[src/rtl/core/pma_pkg.sv]
// package for the prime-field arithmetic unit
// payload structs, action codes, sequencer states and multiply unit request
// no dependencies
`default_nettype none

package pma_pkg;

  localparam logic [30:0] MOD_RESET = 31'd998244353;
  localparam logic [6:0]  RED_LEN   = 7'd64;
  localparam logic [6:0]  MUL_LEN   = 7'd31;

  typedef enum logic [3:0] {
    ACT_RED = 4'd0,
    ACT_ADD = 4'd1,
    ACT_SUB = 4'd2,
    ACT_MUL = 4'd3,
    ACT_DIV = 4'd4,
    ACT_POW = 4'd5,
    ACT_NEG = 4'd6,
    ACT_INV = 4'd7,
    ACT_EQ  = 4'd8,
    ACT_NE  = 4'd9,
    ACT_LT  = 4'd10
  } pma_action_e;

  typedef enum logic [2:0] {
    ST_IDLE,
    ST_RED_A,
    ST_RED_B,
    ST_POW_CHK,
    ST_POW_MUL,
    ST_POW_SQR,
    ST_MUL,
    ST_FINISH
  } pma_state_e;

  typedef struct packed {
    logic [3:0]         action;
    logic signed [63:0] operand_a;
    logic signed [63:0] operand_b;
  } pma_in_t;

  typedef struct packed {
    logic [30:0] result;
    logic        truth;
    logic        error;
  } pma_out_t;

  // request to the shared double-and-add unit: bits are consumed msb first
  typedef struct packed {
    logic [63:0] bits;
    logic [6:0]  len;
    logic [30:0] mult;
  } pma_mreq_t;

endpackage

`default_nettype wire

[src/rtl/core/pma_mulmod.sv]
// shared modular double-and-add unit, one bit of the request per cycle
// computes (bits * mult) mod modulus with acc = 2*acc + bit*mult each step
// depends on pma_pkg
`default_nettype none

module pma_mulmod
  import pma_pkg::*;
(
  input  wire logic        clk_i,
  input  wire logic        rst_ni,
  input  wire logic        start_i,
  input  wire pma_mreq_t   req_i,
  input  wire logic [30:0] mod_i,
  output logic             done_o,
  output logic [30:0]      res_o
);

  logic        run_q, run_d;
  logic        done_q, done_d;
  logic [6:0]  cnt_q, cnt_d;
  logic [63:0] sh_q;
  logic [30:0] y_q;
  logic [30:0] acc_q, acc_d;
  logic [32:0] sum_w;
  logic [32:0] mod1_w;
  logic [32:0] mod2_w;

  assign mod1_w = {2'b00, mod_i};
  assign mod2_w = {1'b0, mod_i, 1'b0};
  assign sum_w  = {1'b0, acc_q, 1'b0} + (sh_q[63] ? {2'b00, y_q} : 33'd0);

  // sum stays below three times the modulus
  always_comb begin
    if (sum_w >= mod2_w) begin
      acc_d = 31'(sum_w - mod2_w);
    end else if (sum_w >= mod1_w) begin
      acc_d = 31'(sum_w - mod1_w);
    end else begin
      acc_d = 31'(sum_w);
    end
  end

  always_comb begin
    run_d  = run_q;
    cnt_d  = cnt_q;
    done_d = 1'b0;
    if (start_i) begin
      run_d = 1'b1;
      cnt_d = req_i.len;
    end else if (run_q) begin
      cnt_d = cnt_q - 7'd1;
      if (cnt_q == 7'd1) begin
        run_d  = 1'b0;
        done_d = 1'b1;
      end
    end
  end

  always_ff @(posedge clk_i or negedge rst_ni) begin
    if (!rst_ni) begin
      run_q  <= 1'b0;
      done_q <= 1'b0;
      cnt_q  <= '0;
    end else begin
      run_q  <= run_d;
      done_q <= done_d;
      cnt_q  <= cnt_d;
    end
  end

  always_ff @(posedge clk_i) begin
    if (start_i) begin
      sh_q  <= req_i.bits;
      y_q   <= req_i.mult;
      acc_q <= '0;
    end else if (run_q) begin
      sh_q  <= {sh_q[62:0], 1'b0};
      acc_q <= acc_d;
    end
  end

  assign done_o = done_q;
  assign res_o  = acc_q;

endmodule

`default_nettype wire

[src/rtl/core/prime_modular_arithmetic_unit.sv]
// top level of the prime-field arithmetic unit: sequencer, operand registers, output stage
// depends on pma_pkg and pma_mulmod
`default_nettype none

// usage
// - in channel (in_valid_i/in_ready_o/in_data_i): action and two signed 64-bit operands
// - out channel (out_valid_o/out_ready_i/out_data_o): result residue, truth and error flags
// - cfg channel (cfg_valid_i/cfg_ready_o/cfg_data_i): prime modulus, always ready; the
//   user writes it only while no item is in flight, unenforced; modulus zero acts as one
// - one item at a time; in_ready_o is high only while the sequencer is idle
// - every operation runs on one double-and-add unit that handles one bit per cycle
// - reduce, add, sub, neg, compares, undefined actions and a negative exponent finish
//   after the two operand reductions; mul adds one modular multiply
// - pow: square-and-multiply from the lsb, a multiply per set exponent bit and a square
//   per bit below the top one; a zero exponent gives one; inv uses modulus - 2 as
//   exponent; div raises b to modulus - 2 and then multiplies by a
// - the next transfer can be taken in the cycle after the result is loaded
// - a finished result sits in an output register, so the next item is taken while
//   the receiver stalls; the sequencer waits only if a second result is ready first
// - reset clears the sequencer and output valid and loads the modulus with 998244353

module prime_modular_arithmetic_unit
  import pma_pkg::*;
(
  input  wire logic        clk_i,
  input  wire logic        rst_ni,
  input  wire logic        in_valid_i,
  output logic             in_ready_o,
  input  wire pma_in_t     in_data_i,
  output logic             out_valid_o,
  input  wire logic        out_ready_i,
  output pma_out_t         out_data_o,
  input  wire logic        cfg_valid_i,
  output logic             cfg_ready_o,
  input  wire logic [30:0] cfg_data_i
);

  pma_state_e  state_q, state_d;
  logic [30:0] mod_q;
  logic [30:0] m_eff;
  logic [3:0]  act_q, act_d;
  logic        neg_a_q, neg_a_d;
  logic [63:0] raw_b_q, raw_b_d;
  logic [30:0] a_q, a_d;
  logic [30:0] b_q, b_d;
  logic [30:0] sq_q, sq_d;
  logic [30:0] pacc_q, pacc_d;
  logic [62:0] exp_q, exp_d;
  logic [30:0] res_q, res_d;
  logic        err_q, err_d;
  logic        out_valid_q;
  pma_out_t    out_q;
  pma_out_t    fin_w;
  logic        out_load;

  logic        m_start;
  pma_mreq_t   m_req;
  logic        m_done;
  logic [30:0] m_res;

  logic [63:0] ua_w;
  logic [63:0] mag_a_w;
  logic [63:0] mag_b_w;
  logic        neg_sel;
  logic [30:0] fix_res;
  logic [62:0] inv_exp;
  logic [30:0] one_m;
  logic [31:0] sum_ab;
  logic [31:0] dif_ab;
  logic [31:0] mod_ext;

  function automatic pma_mreq_t mul_req(input logic [30:0] x, input logic [30:0] y);
    pma_mreq_t r;
    r.bits = {x, 33'd0};
    r.len  = MUL_LEN;
    r.mult = y;
    return r;
  endfunction

  function automatic pma_mreq_t red_req(input logic [63:0] mag);
    pma_mreq_t r;
    r.bits = mag;
    r.len  = RED_LEN;
    r.mult = 31'd1;
    return r;
  endfunction

  pma_mulmod u_mulmod (
    .clk_i   (clk_i),
    .rst_ni  (rst_ni),
    .start_i (m_start),
    .req_i   (m_req),
    .mod_i   (m_eff),
    .done_o  (m_done),
    .res_o   (m_res)
  );

  assign m_eff   = (mod_q == 31'd0) ? 31'd1 : mod_q;
  assign mod_ext = {1'b0, m_eff};
  assign one_m   = {30'd0, (m_eff != 31'd1)};
  assign inv_exp = (m_eff >= 31'd2) ? {32'd0, m_eff - 31'd2} : 63'd0;

  assign ua_w    = in_data_i.operand_a;
  assign mag_a_w = ua_w[63] ? (~ua_w + 64'd1) : ua_w;
  assign mag_b_w = raw_b_q[63] ? (~raw_b_q + 64'd1) : raw_b_q;

  // negative operands with a nonzero residue r wrap up to modulus - r
  assign neg_sel = (state_q == ST_RED_A) ? neg_a_q : raw_b_q[63];
  assign fix_res = (neg_sel && m_res != 31'd0) ? (m_eff - m_res) : m_res;

  assign sum_ab = {1'b0, a_q} + {1'b0, b_q};
  assign dif_ab = {1'b0, a_q} + (mod_ext - {1'b0, b_q});

  always_comb begin
    fin_w = '0;
    case (act_q)
      ACT_RED: fin_w.result = a_q;
      ACT_ADD: fin_w.result = (sum_ab >= mod_ext) ? 31'(sum_ab - mod_ext) : 31'(sum_ab);
      ACT_SUB: fin_w.result = (dif_ab >= mod_ext) ? 31'(dif_ab - mod_ext) : 31'(dif_ab);
      ACT_MUL, ACT_DIV, ACT_INV: fin_w.result = res_q;
      ACT_POW: begin
        fin_w.result = res_q;
        fin_w.error  = err_q;
      end
      ACT_NEG: fin_w.result = (a_q != 31'd0) ? (m_eff - a_q) : 31'd0;
      ACT_EQ:  fin_w.truth  = (a_q == b_q);
      ACT_NE:  fin_w.truth  = (a_q != b_q);
      ACT_LT:  fin_w.truth  = (a_q < b_q);
      default: fin_w = '0;
    endcase
  end

  always_comb begin
    state_d  = state_q;
    act_d    = act_q;
    neg_a_d  = neg_a_q;
    raw_b_d  = raw_b_q;
    a_d      = a_q;
    b_d      = b_q;
    sq_d     = sq_q;
    pacc_d   = pacc_q;
    exp_d    = exp_q;
    res_d    = res_q;
    err_d    = err_q;
    m_start  = 1'b0;
    m_req    = red_req(mag_a_w);
    out_load = 1'b0;
    case (state_q)
      ST_IDLE: begin
        if (in_valid_i) begin
          act_d   = in_data_i.action;
          neg_a_d = ua_w[63];
          raw_b_d = in_data_i.operand_b;
          err_d   = 1'b0;
          res_d   = '0;
          m_start = 1'b1;
          m_req   = red_req(mag_a_w);
          state_d = ST_RED_A;
        end
      end
      ST_RED_A: begin
        if (m_done) begin
          a_d     = fix_res;
          m_start = 1'b1;
          m_req   = red_req(mag_b_w);
          state_d = ST_RED_B;
        end
      end
      ST_RED_B: begin
        if (m_done) begin
          b_d    = fix_res;
          pacc_d = one_m;
          case (act_q)
            ACT_MUL: begin
              m_start = 1'b1;
              m_req   = mul_req(a_q, fix_res);
              state_d = ST_MUL;
            end
            ACT_POW: begin
              if (raw_b_q[63]) begin
                err_d   = 1'b1;
                state_d = ST_FINISH;
              end else begin
                sq_d    = a_q;
                exp_d   = raw_b_q[62:0];
                state_d = ST_POW_CHK;
              end
            end
            ACT_DIV: begin
              sq_d    = fix_res;
              exp_d   = inv_exp;
              state_d = ST_POW_CHK;
            end
            ACT_INV: begin
              sq_d    = a_q;
              exp_d   = inv_exp;
              state_d = ST_POW_CHK;
            end
            default: state_d = ST_FINISH;
          endcase
        end
      end
      ST_POW_CHK: begin
        if (exp_q == 63'd0) begin
          if (act_q == ACT_DIV) begin
            m_start = 1'b1;
            m_req   = mul_req(a_q, pacc_q);
            state_d = ST_MUL;
          end else begin
            res_d   = pacc_q;
            state_d = ST_FINISH;
          end
        end else if (exp_q[0]) begin
          m_start = 1'b1;
          m_req   = mul_req(pacc_q, sq_q);
          state_d = ST_POW_MUL;
        end else begin
          m_start = 1'b1;
          m_req   = mul_req(sq_q, sq_q);
          state_d = ST_POW_SQR;
        end
      end
      ST_POW_MUL: begin
        if (m_done) begin
          pacc_d = m_res;
          if (exp_q[62:1] == 62'd0) begin
            exp_d   = '0;
            state_d = ST_POW_CHK;
          end else begin
            m_start = 1'b1;
            m_req   = mul_req(sq_q, sq_q);
            state_d = ST_POW_SQR;
          end
        end
      end
      ST_POW_SQR: begin
        if (m_done) begin
          sq_d    = m_res;
          exp_d   = {1'b0, exp_q[62:1]};
          state_d = ST_POW_CHK;
        end
      end
      ST_MUL: begin
        if (m_done) begin
          res_d   = m_res;
          state_d = ST_FINISH;
        end
      end
      ST_FINISH: begin
        if (!out_valid_q || out_ready_i) begin
          out_load = 1'b1;
          state_d  = ST_IDLE;
        end
      end
      default: state_d = ST_IDLE;
    endcase
  end

  always_ff @(posedge clk_i or negedge rst_ni) begin
    if (!rst_ni) begin
      state_q     <= ST_IDLE;
      out_valid_q <= 1'b0;
      mod_q       <= MOD_RESET;
    end else begin
      state_q     <= state_d;
      out_valid_q <= out_load | (out_valid_q & ~out_ready_i);
      if (cfg_valid_i) begin
        mod_q <= cfg_data_i;
      end
    end
  end

  always_ff @(posedge clk_i) begin
    act_q   <= act_d;
    neg_a_q <= neg_a_d;
    raw_b_q <= raw_b_d;
    a_q     <= a_d;
    b_q     <= b_d;
    sq_q    <= sq_d;
    pacc_q  <= pacc_d;
    exp_q   <= exp_d;
    res_q   <= res_d;
    err_q   <= err_d;
    if (out_load) begin
      out_q <= fin_w;
    end
  end

  assign in_ready_o  = (state_q == ST_IDLE);
  assign out_valid_o = out_valid_q;
  assign out_data_o  = out_q;
  assign cfg_ready_o = 1'b1;

`ifndef NO_ASSERTIONS
  a_err_clean: assert property (@(posedge clk_i) disable iff (!rst_ni)
    out_valid_o && out_data_o.error |-> out_data_o.result == 31'd0 && !out_data_o.truth)
    else $error("error result carries residue or truth");

  a_res_range: assert property (@(posedge clk_i) disable iff (!rst_ni)
    out_valid_o |-> out_data_o.result < m_eff)
    else $error("result not below modulus");

  a_done_state: assert property (@(posedge clk_i) disable iff (!rst_ni)
    m_done |-> (state_q == ST_RED_A || state_q == ST_RED_B || state_q == ST_POW_MUL ||
                state_q == ST_POW_SQR || state_q == ST_MUL))
    else $error("multiply unit finished outside a wait state");
`endif

endmodule

`default_nettype wire
[config.mk]
export PLATFORM = sky130hd
export DESIGN_NAME = prime_modular_arithmetic_unit
export DESIGN_NICKNAME = d
export VERILOG_FILES = /design/src/rtl/core/pma_pkg.sv /design/src/rtl/core/pma_mulmod.sv /design/src/rtl/core/prime_modular_arithmetic_unit.sv
export SDC_FILE = /design/constraint.sdc
export NUM_CORES = 2
export LEC_CHECK = 0
export ABC_AREA = 0
export ABC_CLOCK_PERIOD_IN_PS = 7400
export BUFFER_PORTS_ARGS = -buffer_cell sky130_fd_sc_hd__buf_2
export CORE_MARGIN = 4
export CORE_UTILIZATION = 55
export DETAILED_ROUTE_END_ITERATION = 8
export HOLD_SLACK_MARGIN = 0.05
export PLACE_DENSITY_LB_ADDON = 0.15
export REMOVE_ABC_BUFFERS = 1
export SYNTH_ARGS = -nofsm -noshare
export SYNTH_HDL_FRONTEND = slang
export SYNTH_SLANG_ARGS = --single-unit
[constraint.sdc]
create_clock -name clk_i -period 7.4 [get_ports clk_i]
set_input_delay 0.37 -clock clk_i [delete_from_list [all_inputs] [get_ports clk_i]]
set_output_delay 0.37 -clock clk_i [all_outputs]
set_load 0.02 [all_outputs]
==> impl_metrics.py <==
metrics = {
    "run_status": {
        "status": "finished, violations left",
        "violations": "capacitance limit",
    },
    "setup_path": {
        "cp_data_required_time_ps": 7770,
        "critical_path_arrival_ps": 7410,
        "reg2reg_depth": 20,
        "start_kind": "register",
        "r2r-start": "a_q[4]",
        "cp_max_fo": 35,
        "regToRegEndpoint": "out_data_o[21]",
        "regToRegSetupSlack_ps": 350,
        "end_kind": "register",
        "worstSetupPathType": "register to register",
    },
    "floorplan": {
        "die_width_um": 285,
        "die_y_um": 285,
        "ios": 204,
        "coreArea_mm2": 0.0761,
        "start_util_pct": 55.5,
        "die-area_mm2": 0.0813,
        "rows": 101,
    },
    "placement": {
        "hpwl_mm": 134,
        "gp_congestion": 1.06,
        "postPlaceCellArea_mm2": 0.0447,
        "dp.cells": 5889,
        "portBuffers": 202,
    },
    "final_layout": {
        "area_growth_pct": 12.7,
        "utilization_pct": 62.6,
        "final_cell_area_mm2": 0.0476,
        "mostFrequentLayoutCells": "edfxtp_1 (416), nand2_1 (396), o21ai_0 (373)",
        "layout-drive-gt1-share_pct": 10.3,
        "final_common_cell": "edfxtp_1",
        "fin_cells": 6085,
        "nets": 5522,
        "seqCellArea_mm2": 0.0142,
        "multi_input_area_mm2": 0.0261,
        "fillers": 6631,
    },
    "clock_tree": {
        "h-tree-depth": 2,
        "clk_pin_slew_ps": 70,
        "cts_max_path_buffers": 3,
        "numCtsBuffers": 57,
        "cts-root-buf": "clkbuf_16",
        "cts_tree": "done",
        "clkLatencyLatePin_ps": 670,
        "post-cts-setup-buffers": 0,
        "cts_sinks": 491,
    },
    "route": {
        "vias": 41100,
        "ant_nets": 0,
        "first_pass_iters": 7,
        "drc_errors": 0,
        "wire_per_inst_um": 28.3,
        "viasPerCell": 6.76,
        "drtIter0Drc": 5893,
        "wirelength_mm": 172,
    },
    "job": {
        "drv_cap": 1,
    },
    "logic_synthesis": {
        "synth_flop_cell": "edfxtp_1",
        "synthAdderAreaFrac_pct": 11.1,
        "async_reset_ff_share_pct": 8.96,
        "yosysTopAreaCellShare_pct": 29.6,
        "synth_area_leaders": "edfxtp_1 (30%), ha_1 (9.2%), xnor2_1 (5.0%)",
        "syn_area_mm2": 0.0423,
        "ys_types": 98,
        "synthCells": 4789,
        "synthSimpleGateAreaFrac_pct": 15.3,
        "synth_xor_area_share_pct": 7.81,
        "synth_top_family_by_area": "compound AO/OA/AOI/OAI gates",
        "post-synth-top-area-cell": "edfxtp_1",
        "ys_ff_latch": 491,
        "muxShareOfSynthArea_pct": 1.28,
        "yosys_warnings": 0,
        "synth_edf_count": 416,
        "ys_seq_area_share_pct": 33.7,
        "synth_compound_area_share_pct": 26.0,
        "postSynthAreaPerCell_um2": 8.82,
    },
    "sta": {
        "slew_viol_final": 0,
        "holdWs_ps": 71.6,
        "worstMarginPinSlew_ps": 1480,
        "max-slew-margin-rel_pct": 1.18,
        "grt_setup_unrepaired": "false",
        "period_share_pct": 95.2,
        "fmax_mhz": 142,
        "hold_viol": 0,
        "clock_skew_ps": 42.1,
        "setup_viol": 0,
        "post-route-min-period_ps": 7050,
    },
    "worst_hold_path": {
        "whs_path_depth": 3,
        "min_from": "cfg_data_i[15]",
        "min_path_type": "input pin to register",
        "holdPathEnd": "mod_q[15]",
    },
    "power_and_ir_drop": {
        "power_density_mw_per_mm2": 460,
        "power.leakage_nw": 18.8,
        "ir_worst_vdd_uv": 629,
    },
    "global_route": {
        "grt_pass1_wl_mm": 246,
        "grt_usage_pct": 40.4,
        "grt_max_degree": 85,
        "antenna_found_initial": 4,
        "grt_overflow": 0,
        "grt_pass1_vias": 37500,
    },
}
-- sequential cells by signal (all words and copies together), names as in the netlist --
signal and flops:
pacc_q 31, mod_q 31, u_mulmod.cnt_q 7, u_mulmod.done_o 1
out_valid_o 1, neg_a_q 1, out_data_o 33, u_mulmod.sh_q 64
u_mulmod.run_q 1, a_q 31, u_mulmod.y_q 31, res_q 31
act_q 4, b_q 31, state_q 3, raw_b_q 64
err_q 1, u_mulmod.res_o 31, exp_q 63, sq_q 31
-- kinds of logic after synthesis --
kind of cell | after synthesis
DFF | 491
and+or+nand+nor | 1339
other | 1
xor gates and xnor gates | 377
AOI/OAI and AO/OA | 1630
muxes | 53
buffers and inverters | 547
adders and majority gates | 351
-- how the worst max path moves through the flow --
stage	from	to	slack, ps	cells past startpoint
after floorplan	act_q[3]	u_mulmod.cnt_q[2]	-1310	10
after CTS	mod_q[22]	out_data_o[31]	90	29
after detailed placement	mod_q[22]	out_data_o[28]	-370	30
after global routing	mod_q[4]	out_data_o[31]	20	30
after global placement	mod_q[22]	out_data_o[28]	-310	30
final	a_q[4]	out_data_o[21]	350	20
-- worst max-delay path, stage by stage (launching register included) --
cell and delay [ps]:
edfxtp_1 660, ha_1 500, a221oi_1 430, o211ai_1 200
nor2b_1 190, o311ai_0 560, a21oi_1 170, o21ai_0 220
xnor2_1 150, ha_1 410, nand2_1 120, nor3_1 490
o22ai_1 280, and3_1 310, o21ai_0 350, a221oi_4 120
buf_4 320, and2_1 430, a222oi_1 330, a21boi_0 350
nand3_1 110
-- power breakdown --
part / internal, W / leakage [nW] / switching, W / total [W]
sequential: 0.00399 / 4.66 / 0.000521 / 0.00451
combinational: 0.00549 / 13.2 / 0.00874 / 0.0142
clock: 0.00187 / 0.968 / 0.00131 / 0.00319
-- cells in the mapped netlist, types with 23 or more instances --
cell      instances
a211oi_1         58
a21o_1           88
a21oi_1         331
a221oi_1         28
a222oi_1         43
a22o_1           75
a22oi_1          76
a311oi_1         27
a31oi_1          59
and2_1           51
and3_1           23
clkbuf_1        236
dfrtp_1          37
dfxtp_1          31
edfxtp_1        416
fa_1             39
ha_1            312
inv_1           289
mux2i_1          45
nand2_1         396
nand2b_1         62
nand3_1          76
nand4_1          43
nor2_1          357
nor2b_1          48
nor3_1          101
nor4_1           66
o211ai_1         53
o21a_1           62
o21ai_0         376
o21bai_1         26
o221ai_1         49
o22ai_1          28
o31ai_1          59
or3_1            32
xnor2_1         243
xor2_1          134
-- timing repair --
| item | 4_1_cts | 5_1_grt |
|---|---|---|
| pin swaps | 0 | 0 |
| endpoints found under the setup margin | 30 | 30 |
| endpoints found under the hold margin | 121 | 0 |
| hold buffers | 85 | 0 |
| resized for setup | 4 | 5 |
-- cell type report --
type	instances	area share (%)
repair buffers	408	5.87
clock inverters	42	1.24
clock buffers	65	3.12
multi-input cells	3751	54.9
flip-flops and latches	491	29.9
well taps	1030	2.71
diodes	4	0.0210
inverters	294	2.32
-- per-stage QoR --
step	power, W	setup TNS (ps)	worst slack, ps
final	0.0219	0	354
after detailed placement	0.0182	-5420	-373
after global placement	0.0182	-2770	-311
after floorplan	0.0144	-70300	-1310
after CTS	0.0215	0	85.1
after global routing	0.0233	0	24.9
-- per-layer routing --
layer,share of wire (%),up-vias,track usage (%)
met3,13,419,10.0
met4,6.8,2,22.1
met2,41,2675,58.9
met1,39,19600,55.0
li1,-,18400,-
met5,0.0075,-,0
(Power assumes the default switching activity.)
